### src/sv/dsff_pkg.sv
// shared types, constants and the decimal denominator table
`timescale 1ns / 1ps
package dsff_pkg;

  localparam int FRACTION_BITS_DEF = 32;
  localparam int MAX_FRACTION_DIGITS_DEF = 9;
  localparam int WHOLE_W = 31;
  localparam int FRAC_VAL_W = 30;
  localparam int DIGITS_W = 4;
  localparam int MANT_W = 23;
  localparam int EXP_W = 8;
  localparam int EXP_BIAS = 127;

  typedef struct packed {
    logic                  sign_in;
    logic [WHOLE_W-1:0]    whole_part;
    logic [FRAC_VAL_W-1:0] fraction_value;
    logic [DIGITS_W-1:0]   fraction_digits;
  } in_item_t;

  typedef struct packed {
    logic              sign_out;
    logic [EXP_W-1:0]  biased_exponent;
    logic [MANT_W-1:0] mantissa;
    logic              is_zero;
    logic              bad_input;
  } out_item_t;

  typedef struct packed {
    logic busy;
    logic done;
  } div_status_t;

  // ten to the digit count, zero for counts past the table
  function automatic logic [63:0] pow10(input logic [DIGITS_W-1:0] digits);
    logic [63:0] val;
    case (digits)
      4'd0:    val = 64'd1;
      4'd1:    val = 64'd10;
      4'd2:    val = 64'd100;
      4'd3:    val = 64'd1000;
      4'd4:    val = 64'd10000;
      4'd5:    val = 64'd100000;
      4'd6:    val = 64'd1000000;
      4'd7:    val = 64'd10000000;
      4'd8:    val = 64'd100000000;
      4'd9:    val = 64'd1000000000;
      default: val = 64'd0;
    endcase
    return val;
  endfunction

endpackage

### src/sv/dsff_frac_div.sv
// restoring divider producing binary fraction bits one per cycle
`timescale 1ns / 1ps
module dsff_frac_div
  import dsff_pkg::*;
#(
  parameter int FRACTION_BITS = FRACTION_BITS_DEF,
  parameter int DEN_W = 30
) (
  input  logic                     clk_i,
  input  logic                     rst_ni,
  input  logic                     start_i,
  input  logic [DEN_W-1:0]         numer_i,
  input  logic [DEN_W-1:0]         denom_i,
  output div_status_t              status_o,
  output logic [FRACTION_BITS-1:0] quot_o
);

  localparam int CNT_W = $clog2(FRACTION_BITS + 1);

  logic [CNT_W-1:0]         cnt_q, cnt_d;
  logic                     done_q, done_d;
  logic [DEN_W-1:0]         rem_q, rem_d;
  logic [DEN_W-1:0]         den_q, den_d;
  logic [FRACTION_BITS-1:0] quot_q, quot_d;
  logic [DEN_W:0]           rem2;
  logic [DEN_W:0]           diff;
  logic                     take;

  assign rem2 = {rem_q, 1'b0};
  assign diff = rem2 - {1'b0, den_q};
  assign take = (rem2 >= {1'b0, den_q});

  always_comb begin
    cnt_d  = cnt_q;
    done_d = 1'b0;
    rem_d  = rem_q;
    den_d  = den_q;
    quot_d = quot_q;
    if (start_i) begin
      cnt_d = CNT_W'(FRACTION_BITS);
      rem_d = numer_i;
      den_d = denom_i;
    end else if (cnt_q != '0) begin
      cnt_d  = cnt_q - CNT_W'(1);
      done_d = (cnt_q == CNT_W'(1));
      rem_d  = take ? diff[DEN_W-1:0] : rem2[DEN_W-1:0];
      quot_d = {quot_q[FRACTION_BITS-2:0], take};
    end
  end

  always_ff @(posedge clk_i or negedge rst_ni) begin
    if (!rst_ni) begin
      cnt_q  <= '0;
      done_q <= 1'b0;
    end else begin
      cnt_q  <= cnt_d;
      done_q <= done_d;
    end
  end

  always_ff @(posedge clk_i) begin
    rem_q  <= rem_d;
    den_q  <= den_d;
    quot_q <= quot_d;
  end

  assign status_o.busy = (cnt_q != '0);
  assign status_o.done = done_q;
  assign quot_o        = quot_q;

`ifndef SYNTHESIS
  a_start_idle: assert property (@(posedge clk_i) disable iff (!rst_ni)
    start_i |-> (cnt_q == '0))
    else $error("divider started while busy");
  a_done_after_last: assert property (@(posedge clk_i) disable iff (!rst_ni)
    (cnt_q == CNT_W'(1)) && !start_i |=> done_q && (cnt_q == '0))
    else $error("divider done pulse missing");
  a_done_idle: assert property (@(posedge clk_i) disable iff (!rst_ni)
    done_q |-> (cnt_q == '0))
    else $error("divider done while still counting");
`endif

endmodule

### src/sv/decimal_to_single_float_fields.sv
// decimal to single-precision fields: FRACTION_BITS divide steps, then a leading-one shift
// a bad input goes straight to emit; else the one-bit-per-cycle restoring divider runs
// FRACTION_BITS steps, then the 8-or-1 bit normalize shifter runs unless the word is zero,
// and the result is emitted one beat at a time; a new beat is taken once the previous
// result is in the output register
// reset clears the sequencer and the output valid; payload registers are not reset
`timescale 1ns / 1ps
module decimal_to_single_float_fields
  import dsff_pkg::*;
#(
  parameter int FRACTION_BITS = FRACTION_BITS_DEF,
  parameter int MAX_FRACTION_DIGITS = MAX_FRACTION_DIGITS_DEF
) (
  input  logic      clk_i,
  input  logic      rst_ni,
  input  logic      in_valid_i,
  output logic      in_ready_o,
  input  in_item_t  in_data_i,
  output logic      out_valid_o,
  input  logic      out_ready_i,
  output out_item_t out_data_o
);

  localparam logic [63:0] MAX_DEN = pow10(DIGITS_W'(MAX_FRACTION_DIGITS));
  localparam int DEN_W = $clog2(MAX_DEN + 64'd1);
  localparam int WW = WHOLE_W + FRACTION_BITS;
  localparam int SW = $clog2(WW + 1);
  localparam int EXP_TOP = EXP_BIAS + WHOLE_W - 1;

  typedef enum logic [3:0] {
    ST_IDLE = 4'b0001,
    ST_DIV  = 4'b0010,
    ST_NORM = 4'b0100,
    ST_EMIT = 4'b1000
  } state_e;

  state_e               state_q, state_d;
  logic                 sign_q, sign_d;
  logic [WHOLE_W-1:0]   whole_q, whole_d;
  logic [WW-1:0]        norm_q, norm_d;
  logic [SW-1:0]        shift_q, shift_d;
  out_item_t            res_q, res_d;
  logic                 out_valid_q, out_valid_d;
  out_item_t            out_data_q, out_data_d;

  logic                 in_beat;
  logic [63:0]          den_lut;
  logic                 bad;
  logic                 div_start;
  div_status_t          div_status;
  logic [FRACTION_BITS-1:0] div_quot;
  logic [9:0]           exp_full;

  assign in_ready_o = (state_q == ST_IDLE);
  assign in_beat    = in_valid_i && in_ready_o;
  assign den_lut    = pow10(in_data_i.fraction_digits);
  assign bad        = (in_data_i.fraction_digits > DIGITS_W'(MAX_FRACTION_DIGITS)) ||
                      ({1'b0, in_data_i.fraction_value} >= 31'(den_lut));
  assign div_start  = in_beat && !bad;
  assign exp_full   = 10'(EXP_TOP) - 10'(shift_q);

  dsff_frac_div #(
    .FRACTION_BITS(FRACTION_BITS),
    .DEN_W        (DEN_W)
  ) u_div (
    .clk_i   (clk_i),
    .rst_ni  (rst_ni),
    .start_i (div_start),
    .numer_i (in_data_i.fraction_value[DEN_W-1:0]),
    .denom_i (den_lut[DEN_W-1:0]),
    .status_o(div_status),
    .quot_o  (div_quot)
  );

  always_comb begin
    state_d     = state_q;
    sign_d      = sign_q;
    whole_d     = whole_q;
    norm_d      = norm_q;
    shift_d     = shift_q;
    res_d       = res_q;
    out_valid_d = out_valid_q && !out_ready_i;
    out_data_d  = out_data_q;
    case (state_q)
      ST_IDLE: begin
        if (in_beat) begin
          sign_d  = in_data_i.sign_in;
          whole_d = in_data_i.whole_part;
          if (bad) begin
            res_d           = '0;
            res_d.bad_input = 1'b1;
            state_d         = ST_EMIT;
          end else begin
            state_d = ST_DIV;
          end
        end
      end
      ST_DIV: begin
        if (div_status.done) begin
          norm_d  = {whole_q, div_quot};
          shift_d = '0;
          if ({whole_q, div_quot} == '0) begin
            res_d         = '0;
            res_d.is_zero = 1'b1;
            state_d       = ST_EMIT;
          end else begin
            state_d = ST_NORM;
          end
        end
      end
      ST_NORM: begin
        if (norm_q[WW-1]) begin
          res_d.sign_out        = sign_q;
          res_d.biased_exponent = exp_full[EXP_W-1:0];
          res_d.mantissa        = norm_q[WW-2 -: MANT_W];
          res_d.is_zero         = 1'b0;
          res_d.bad_input       = 1'b0;
          state_d               = ST_EMIT;
        end else if (norm_q[WW-1 -: 8] == 8'd0) begin
          norm_d  = {norm_q[WW-9:0], 8'd0};
          shift_d = shift_q + SW'(8);
        end else begin
          norm_d  = {norm_q[WW-2:0], 1'b0};
          shift_d = shift_q + SW'(1);
        end
      end
      ST_EMIT: begin
        // wait for a free output slot
        if (!out_valid_q || out_ready_i) begin
          out_valid_d = 1'b1;
          out_data_d  = res_q;
          state_d     = ST_IDLE;
        end
      end
      default: state_d = ST_IDLE;
    endcase
  end

  always_ff @(posedge clk_i or negedge rst_ni) begin
    if (!rst_ni) begin
      state_q     <= ST_IDLE;
      out_valid_q <= 1'b0;
    end else begin
      state_q     <= state_d;
      out_valid_q <= out_valid_d;
    end
  end

  always_ff @(posedge clk_i) begin
    sign_q     <= sign_d;
    whole_q    <= whole_d;
    norm_q     <= norm_d;
    shift_q    <= shift_d;
    res_q      <= res_d;
    out_data_q <= out_data_d;
  end

  assign out_valid_o = out_valid_q;
  assign out_data_o  = out_data_q;

`ifndef SYNTHESIS
  a_norm_nonzero: assert property (@(posedge clk_i) disable iff (!rst_ni)
    (state_q == ST_NORM) |-> (norm_q != '0))
    else $error("normalize word lost its leading one");
  a_div_running: assert property (@(posedge clk_i) disable iff (!rst_ni)
    (state_q == ST_DIV) |-> (div_status.busy || div_status.done))
    else $error("waiting on an idle divider");
  a_shift_bound: assert property (@(posedge clk_i) disable iff (!rst_ni)
    (state_q == ST_NORM) |-> (shift_q < SW'(WW)))
    else $error("normalize shift ran past the word");
`endif

endmodule

### config.mk
export PLATFORM = sky130hd
export DESIGN_NAME = decimal_to_single_float_fields
export DESIGN_NICKNAME = d
export VERILOG_FILES = /design/src/sv/dsff_pkg.sv /design/src/sv/dsff_frac_div.sv /design/src/sv/decimal_to_single_float_fields.sv
export SDC_FILE = /design/constraint.sdc
export NUM_CORES = 1
export LEC_CHECK = 0
export ABC_AREA = 1
export BUFFER_PORTS_ARGS = -buffer_cell sky130_fd_sc_hd__buf_4
export CAP_MARGIN = 20
export CORE_UTILIZATION = 55
export CTS_BUF_LIST = sky130_fd_sc_hd__clkbuf_4
export DETAILED_ROUTE_END_ITERATION = 8
export GPL_TIMING_DRIVEN = 1
export PLACE_DENSITY = 0.78
export SYNTH_ARGS = -nofsm -noshare
export SYNTH_HDL_FRONTEND = slang
export SYNTH_HIERARCHICAL = 1
export SYNTH_SLANG_ARGS = --single-unit
### constraint.sdc
create_clock -name clk_i -period 4.3 [get_ports clk_i]
set_clock_uncertainty 0.15 [all_clocks]
set_input_delay 0.215 -clock clk_i [delete_from_list [all_inputs] [get_ports clk_i]]
set_output_delay 0.215 -clock clk_i [all_outputs]
set_load 0.01 [all_outputs]
Word level (Yosys, flattened, before mapping). Memory sizes are Yosys's and may differ from the RTL's. Index checks and enable logic that the tools add are counted. W data, S select, Z words.

Bitwise logic cells: 1. Reductions and logical operators: 21. Eq/ne operators: 12. Multiplexer cells: 30. $add $sub $neg: 5. $lt $le $gt $ge: 3.

Operators with widths (number): $mux W63 (3); $mux W34 (5); $pmux W63 S2 (1); $pmux W34 S3 (1); $mux W30 (3); $logic_not A63 Y1 (1); $ge A30 B31 Y1 (1); $ge A31 B30 Y1 (1); $mux W6 (5); $sub A30 B30 Y30 (1); $mux W4 (6); $pmux W4 S4 (1); $pmux W6 S2 (1); $logic_not A8 Y1 (1); $ne A2 B2 Y1 const B (4); $reduce_and A2 Y1 (4); $sub A8 B6 Y8 const A (1); $add A6 B1 Y6 const B (1); $add A6 B4 Y6 const B (1); $eq A6 B1 Y1 const B (1); $ne A2 B1 Y1 const B (3); $reduce_and A6 Y1 (1); $reduce_bool A6 Y1 (1); $sub A6 B1 Y6 const B (1); other kinds (14) (23).

Memories: 1. Flip-flop bits (word level): 273. Output and inout bits: 36. Input bits: 70. Bits in read-only memories: 480. Logic and storage cells: 95.

Memory list: (name not given) (words 16, width 30, read ports 1, clocked after memory_dff 0, write ports 0, RTL line dsff_pkg.sv:37) `case (digits)`.

Logic depth before layout (Yosys ltp). Gate-level depths: netlist of the first run. An unclocked memory read counts as a cell.

Depth in word-level cells: 7. Gate-level depth with buffers: 23. Mapped depth without buffers: 22.

Modules after synthesis. Netlist of the first run, hierarchy kept.

By module, submodules not included: decimal_to_single_float_fields (cells each 799, times used 1, area each 8385.5 sq um); dsff_frac_div (cells each 785, times used 1, area each 6179.7 sq um).

Least setup slack after synthesis of the first run. Ideal clock, no wire load.

Kind: in2reg. Start point: input port in_data_i[1] (netlist name). End point: register u_div.quot_q[0] (netlist: u_div/quot_o[0]), enable pin. Stages: 19. Setup slack: -921 ps. Path buffers: 0. Arrival time: 4671 ps. Required time: 3750 ps. Cell sequence: inv_1 ha_1 inv_1 nor2_1 inv_1 nor2_1 inv_1 ha_1 and3_1 nand2_1 nor2_1 a21oi_1 nand2_1 a21oi_1 nand3_1 nor2_1 clkinv_1 nand2_1 inv_1.

Longest elaborated chain between the ends: 7. Elaborated cells on any way between the ends: 8.

RTL lines: start: declaration (RTL line decimal_to_single_float_fields.sv:18) `input in_item_t in_data_i,`; $mem_v2 Z16 W30; net den_lut[11] (RTL line decimal_to_single_float_fields.sv:47) `logic [63:0] den_lut;`; $ge A30 B31 Y1 (RTL line decimal_to_single_float_fields.sv:58) `({1'b0, in_data_i.fraction_value} >= 31'(den_lut));`; $logic_or A1 B1 Y1 (RTL line decimal_to_single_float_fields.sv:57) `assign bad = (in_data_i.fraction_digits > DIGITS_W'(MAX_FRACTION_DIGITS)) ||`; $logic_not A1 Y1 (RTL line decimal_to_single_float_fields.sv:59) `assign div_start = in_beat && !bad;`; $logic_and A1 B1 Y1 (RTL line decimal_to_single_float_fields.sv:59); net div_start (RTL line decimal_to_single_float_fields.sv:49) `logic div_start;`; $not A1 Y1 (no line); $reduce_and A2 Y1 (no line); end signal: assignment (RTL line dsff_frac_div.sv:64) `quot_q <= quot_d;`; end: declaration (RTL line dsff_frac_div.sv:24) `logic [FRACTION_BITS-1:0] quot_q, quot_d;`.

The timed path passes the listed nets, and every way through them passes these cells. A chain may end at the register's enable or synchronous reset.

Worst setup path after layout of the first run.
Start point: input port in_data_i[0] (netlist name). End point: register u_div.rem_q[26] (data pin).

Longest elaborated chain between the ends: 6. Elaborated cells on any way between the ends: 7.

RTL lines: $mem_v2 Z16 W30; net den_lut[21] (RTL line decimal_to_single_float_fields.sv:47); $ge A30 B31 Y1 (RTL line decimal_to_single_float_fields.sv:58); $logic_or A1 B1 Y1 (RTL line decimal_to_single_float_fields.sv:57); $logic_not A1 Y1 (RTL line decimal_to_single_float_fields.sv:59); $logic_and A1 B1 Y1 (RTL line decimal_to_single_float_fields.sv:59); net div_start (RTL line decimal_to_single_float_fields.sv:49); $mux W30 (RTL line dsff_frac_div.sv:39) `if (start_i) begin`; net u_div.rem_d[26] (RTL line dsff_frac_div.sv:22) `logic [DEN_W-1:0] rem_q, rem_d;`; end signal: assignment (RTL line dsff_frac_div.sv:62) `rem_q <= rem_d;`; end: declaration (RTL line dsff_frac_div.sv:22).

The timed path passes the listed nets, and every way through them passes these cells.

==> results of run 1 <==
final timing paths:
kind	from	endpoint	slack (ps)
setup / recovery	in_data_i[0]	u_div/rem_q[26]	380
hold / removal	in_data_i[34]	whole_q[0]	70
setup reg to reg	u_div/rem_q[5]	u_div/rem_q[18]	850
hold reg to reg	res_q[22]	out_data_o[22]	270
max in group asynchronous	rst_ni	u_div/cnt_q[3]	3130
min in group asynchronous	rst_ni	state_q[1]	470
kinds of logic after synthesis:
| kind of cell | after synthesis |
|---|---|
| flops | 273 |
| simple gates | 695 |
| buf+inv | 318 |
| xor+xnor | 19 |
| compound gates | 205 |
| fa+ha+maj | 74 |
routing by layer:
metal | GRT usage | vias up | part of all wire
met5 | 0 | - | 0
met4 | 0.110 | 0 | 0.029
met3 | 0.0638 | 105 | 0.11
met2 | 0.430 | 653 | 0.44
met1 | 0.400 | 5596 | 0.42
li1 | - | 5759 | -
flip-flops by register name (all words and copies together) (netlist names):
| name | flops |
|---|---|
| state_q | 4 |
| shift_q | 6 |
| whole_q | 31 |
| u_div/den_q | 30 |
| u_div/quot_o | 32 |
| u_div/cnt_q | 6 |
| u_div/done_q | 1 |
| u_div/rem_q | 30 |
| out_data_o | 34 |
| sign_q | 1 |
| out_valid_o | 1 |
| res_q | 34 |
| norm_q | 63 |
worst max-delay path, delay by kind of cell:
kind / cells / cell delay, ps
buffers and inverters: 7 / 1960
adder cells (fa/ha/maj): 2 / 530
AND/OR/NAND/NOR: 15 / 1270
AO/OA/AOI/OAI: 2 / 210
through the flow:
stage | util | area [um2]
final | 0.667 | 17300
after global routing | 0.667 | 17300
after CTS | 0.667 | 17300
after detailed placement | 0.604 | 15700
after global placement | 0.603 | 15700
after floorplan | - | 14600
power by group through the flow:
stage,logic [W],registers (W),clock network [W]
after global routing,0.00421,0.00440,0.00248
after floorplan,0.00260,0.00429,0
after global placement,0.00353,0.00434,0
after CTS,0.00370,0.00433,0.00232
after detailed placement,0.00362,0.00438,0
final,0.00378,0.00433,0.00230
cell usage after synthesis:
master    instances
o21ai_0          48
nor2_1          206
or2_0             1
and3_1            2
clkinv_1          1
nor3_2            1
nand2_1         339
clkbuf_1         26
buf_4             2
nor3b_1           1
o21bai_1          2
nand3_1          72
or2_2             2
inv_2             4
nand3b_1          9
a32o_1            5
buf_6            11
dfstp_2           1
buf_2             6
a21oi_1          57
o21a_1            2
xnor2_1          13
dfrtp_1          11
or2_1             1
nand3_4           1
nand4_1          28
nand3_2           1
nor4_1            3
fa_1              1
edfxtp_1        261
and2_1            4
xor2_1            6
o22ai_1          54
o21ai_1          33
inv_1           268
nand2_2           2
a31oi_1           2
nor3_1           21
ha_1             73
nor2_2            1
a21o_1            2
what timing repair did:
item                                   in CTS  in global routing
setup endpoints to repair                   0                  0
hold buffers                               71                  0
endpoints found under the hold margin     100                  0
final cells by class:
| cell class | instances | area, um2 | share of cell area |
|---|---|---|---|
| clock inverters | 20 | 105 | 0.00606 |
| multi-input cells | 993 | 5170 | 0.298 |
| diodes | 1 | 2.50 | 0.000144 |
| well taps | 335 | 419 | 0.0242 |
| inverters | 273 | 1020 | 0.0591 |
| repair buffers | 193 | 1650 | 0.0950 |
| flip-flops and latches | 273 | 8140 | 0.470 |
| clock buffers | 110 | 826 | 0.0476 |
==> out/qor.csv, run 1 <==
metric,value,unit
status,"complete, no violations",
ys_top_cells_by_area,"edfxtp_1, nand2_1, inv_1",
die_width,165,um
num_vias,12100,
layout.cells.non_filler,2198,
placed_cells,1996,
clk_pin_slew_worst_paths,60,ps
p_per_area,601,nW/um2
synth_top_area_share,0.538,
cts-buffers-inserted,71,
drtIter0Drc,1447,
r2r_cells,13,
cap_violations,0,
cts_tree,done,
grt_antenna_before_repair,1,
layout_common_cells,"nand2_1, inv_1, edfxtp_1, nor2_1, buf_4",
finalWeightedCongestion,1.02,
nNetsFinal,1949,
p_total,0.0104,W
clkSinkCount,273,
worst_slack,384,ps
hold_depth,2,
p_sw,0.00391,W
hp-class,primary input to register,
cts_setup_buffers,0,
syn-cell-area,14600,um2
p_sw_frac,0.375,
die_h,165,um
rsz0062_at_grt,no,
grt_pass1_wl,58900,um
ys_seq_area_frac,0.559,
synth_xor_area_frac,0.0114,
dpl_worst_slack,303,ps
period_minus_slack,3920,ps
setup_total_negative_slack,0,ps
overflow,0,
clock_latency,710,ps
firstDrtPassIters,6,
slowest_stage,buf_4,
grt_max_degree,66,
fillers,2030,
syn_area_per_cell,9.20,um2
drt.antenna.violating_nets,0,
worstMarginPinSlew,961,ps
synthMuxAreaShare,0,
ios,106,
slew_viol_final,0,
clockBufferDepth,3,
clockPowerShare,0.221,
synth-compound-area-share,0.0780,
post_cts_resized,0,
arrival,4200,ps
cp_slowest_stage_delay,590,ps
p_leak,7.74,nW
io_buffers,105,
core_area,26000,um2
synth_fa_ha_area_frac,0.0641,
path_class,primary input to register,
htreeDepth,3,
fin_crit_sh,0.911,
end_kind,register,
crit_top_cell,nand2_1,
p_int,0.00651,W
final_common_cell,nand2_1,
finalWirelength,37900,um
relSlewSlack,0.358,
timing.fmax,255,MHz
synth-simple-area-share,0.199,
vias_per_cell,5.51,
synthesis.nets,1728,
cts_root_buffer,clkbuf_4,
synth_cell_type_count,41,
dp_hpwl,26000,um
start_kind,primary input,
synth_top_family_by_area,simple AND/OR/NAND/NOR gates,
grt_pass1_vias,11500,
hold_viol,0,
critPathRequiredTime,4580,ps
core.rowCount,59,
setup_viol,0,
die_area,27100,um2
initial_core_util,0.561,
post_route_cells_drive_above_1_share,0.139,
p_comb_frac,0.363,
whs,69.4,ps
syn_inst,1584,
cp_max_fo,58,
max-vdd-ir-drop,0.330,mV
yosysWarningCount,6,
routedWlPerCell,17.3,um
post-route-drc-count,0,
power_frac_seq,0.416,
synth_top_cell_by_area,edfxtp_1,
areaGrowthSynthToFinish,19.0,%
grt_usage,0.285,
ys_seq_elements,273,
(Power assumes the default switching activity.)
==> run 2: changes to the inputs <==
--- a/config.mk
+++ b/config.mk
@@ -12,7 +12,7 @@
 export CTS_BUF_LIST = sky130_fd_sc_hd__clkbuf_4
 export DETAILED_ROUTE_END_ITERATION = 8
 export GPL_TIMING_DRIVEN = 1
-export PLACE_DENSITY = 0.78
+export PLACE_DENSITY = 0.75
 export SYNTH_ARGS = -nofsm -noshare
 export SYNTH_HDL_FRONTEND = slang
 export SYNTH_HIERARCHICAL = 1
==> constraint.sdc (replaced) <==
create_clock -name clk_i -period 4.9 [get_ports clk_i]
set_clock_uncertainty 0.15 [all_clocks]
set_input_delay 0.245 -clock clk_i [delete_from_list [all_inputs] [get_ports clk_i]]
set_output_delay 0.245 -clock clk_i [all_outputs]
set_load 0.01 [all_outputs]
==> out/qor.csv, run 2 (synthesis gave the netlist of run 1 again) <==
metric,value,unit
status,"complete, no violations",
critPathRequiredTime,5100,ps
vias_per_cell,5.43,
cap_violations,0,
die_h,165,um
r2r_setup_slack,1670,ps
core.rowCount,59,
grt_pass1_wl,57700,um
grt_pass1_vias,11500,
finalWeightedCongestion,1.03,
clkSinkCount,273,
post_route_cells_drive_above_1_share,0.130,
drtIter0Drc,1186,
p_per_area,525,nW/um2
initial_core_util,0.561,
nNetsFinal,1943,
cts_root_buffer,clkbuf_4,
period_minus_slack,4280,ps
hold_viol,0,
hp-class,primary input to register,
setup_viol,0,
firstDrtPassIters,6,
routedWlPerCell,16.8,um
die_width,165,um
post_cts_resized,0,
layout.cells.non_filler,2181,
setup_total_negative_slack,0,ps
clockBufferDepth,3,
rsz0062_at_grt,no,
timing.fmax,234,MHz
dp_hpwl,25100,um
clk_pin_slew_worst_paths,70,ps
drt.antenna.violating_nets,0,
final_core_util,0.664,
fillers,2112,
max-vdd-ir-drop,0.285,mV
p_total,0.00907,W
htreeDepth,3,
worstMarginPinSlew,977,ps
grt_antenna_before_repair,2,
cts_setup_buffers,0,
finalWirelength,36600,um
grt_usage,0.278,
end_kind,register,
io_buffers,105,
overflow,0,
die_area,27100,um2
fin_crit_sh,0.873,
path_class,primary input to register,
cts-buffers-inserted,71,
num_vias,11900,
areaGrowthSynthToFinish,18.5,%
slew_viol_final,0,
largest_reg_flops,63,
cp_max_fo,18,
layout_common_cells,"nand2_1, inv_1, edfxtp_1, nor2_1, buf_4",
placed_cells,1990,
core_area,26000,um2
relSlewSlack,0.347,
top_register,norm_q,
arrival,4480,ps
final_common_cell,nand2_1,
grt_max_degree,78,
ios,106,
cts_tree,done,
post-route-drc-count,0,
p_leak,7.67,nW
start_kind,primary input,
ctsHoldBuffers,71,
clock_latency,690,ps
run 2: changes by cell type in the layout (fill, tap and decap cells not counted), sizes merged:
cell | previous run | this run
bufinv | 0 | 3
diode | 1 | 2
clkbuf | 110 | 98
clkinv | 17 | 14
buf | 122 | 116
run 2: power by group:
group	leakage, nW	switching, W	total, W	internal, W
Sequential	2.62	0.000293	0.00380	0.00351
Combinational	4.53	0.00210	0.00325	0.00115
Clock	0.530	0.000934	0.00202	0.00109
run 2: path summary, 6_finish.rpt:
path	from	cells past startpoint	endpoint
worst max-delay path	in_data_i[1]	25	u_div/quot_o[10]
worst min-delay path	in_data_i[45]	2	whole_q[11]
worst max register to register	u_div/rem_q[5]	10	u_div/rem_q[21]
worst min register to register	res_q[8]	0	out_data_o[8]
max in group asynchronous	rst_ni	3	u_div/cnt_q[1]
min in group asynchronous	rst_ni	3	out_valid_o
run 2: metrics by stage:
stage	instance area [um2]	setup WS [ps]	hold WS [ps]
5_1_grt	17300	165	91.9
6_report	17300	623	123
4_1_cts	17300	683	64.9
3_3_place_gp	15600	772	-55.9
3_5_place_dp	15600	555	-50.3
2_1_floorplan	14600	325	-201
run 2: cell type report:
cell class                      instances  area (um2)  area share
Antenna cell                            2        5.00    0.000290
Clock buffer                           98         736      0.0426
Clock inverter                         20         178      0.0103
Inverter                              273        1020      0.0594
Multi-Input combinational cell        993        5170       0.299
Sequential cell                       273        8140       0.471
Tap cell                              335         419      0.0243
Timing Repair Buffer                  187        1590      0.0923
run 2: layer usage:
metal / global-route usage / wire, um / share of wire
met5: 0 / 0 / 0
met4: 0.0980 / 801 / 0.022
met1: 0.389 / 15800 / 0.43
met2: 0.421 / 16600 / 0.45
met3: 0.0676 / 3300 / 0.090
run 2: worst max-delay path, stage by stage:
cell and delay [ps]:
dlygate4sd3_1 550, buf_4 160, inv_1 130, ha_1 170, inv_1 60, nor2_1 80
inv_1 60, nor2_1 410, inv_1 280, nand2_1 130, inv_1 50, ha_1 270
nand2_1 60, nor2_1 150, inv_1 50, nor3_1 170, nand2_1 70, nand2_1 80
nand2_1 70, nand3_1 140, nor2_4 50, clkinv_1 60, nand2_1 110, inv_1 480
buf_4 360
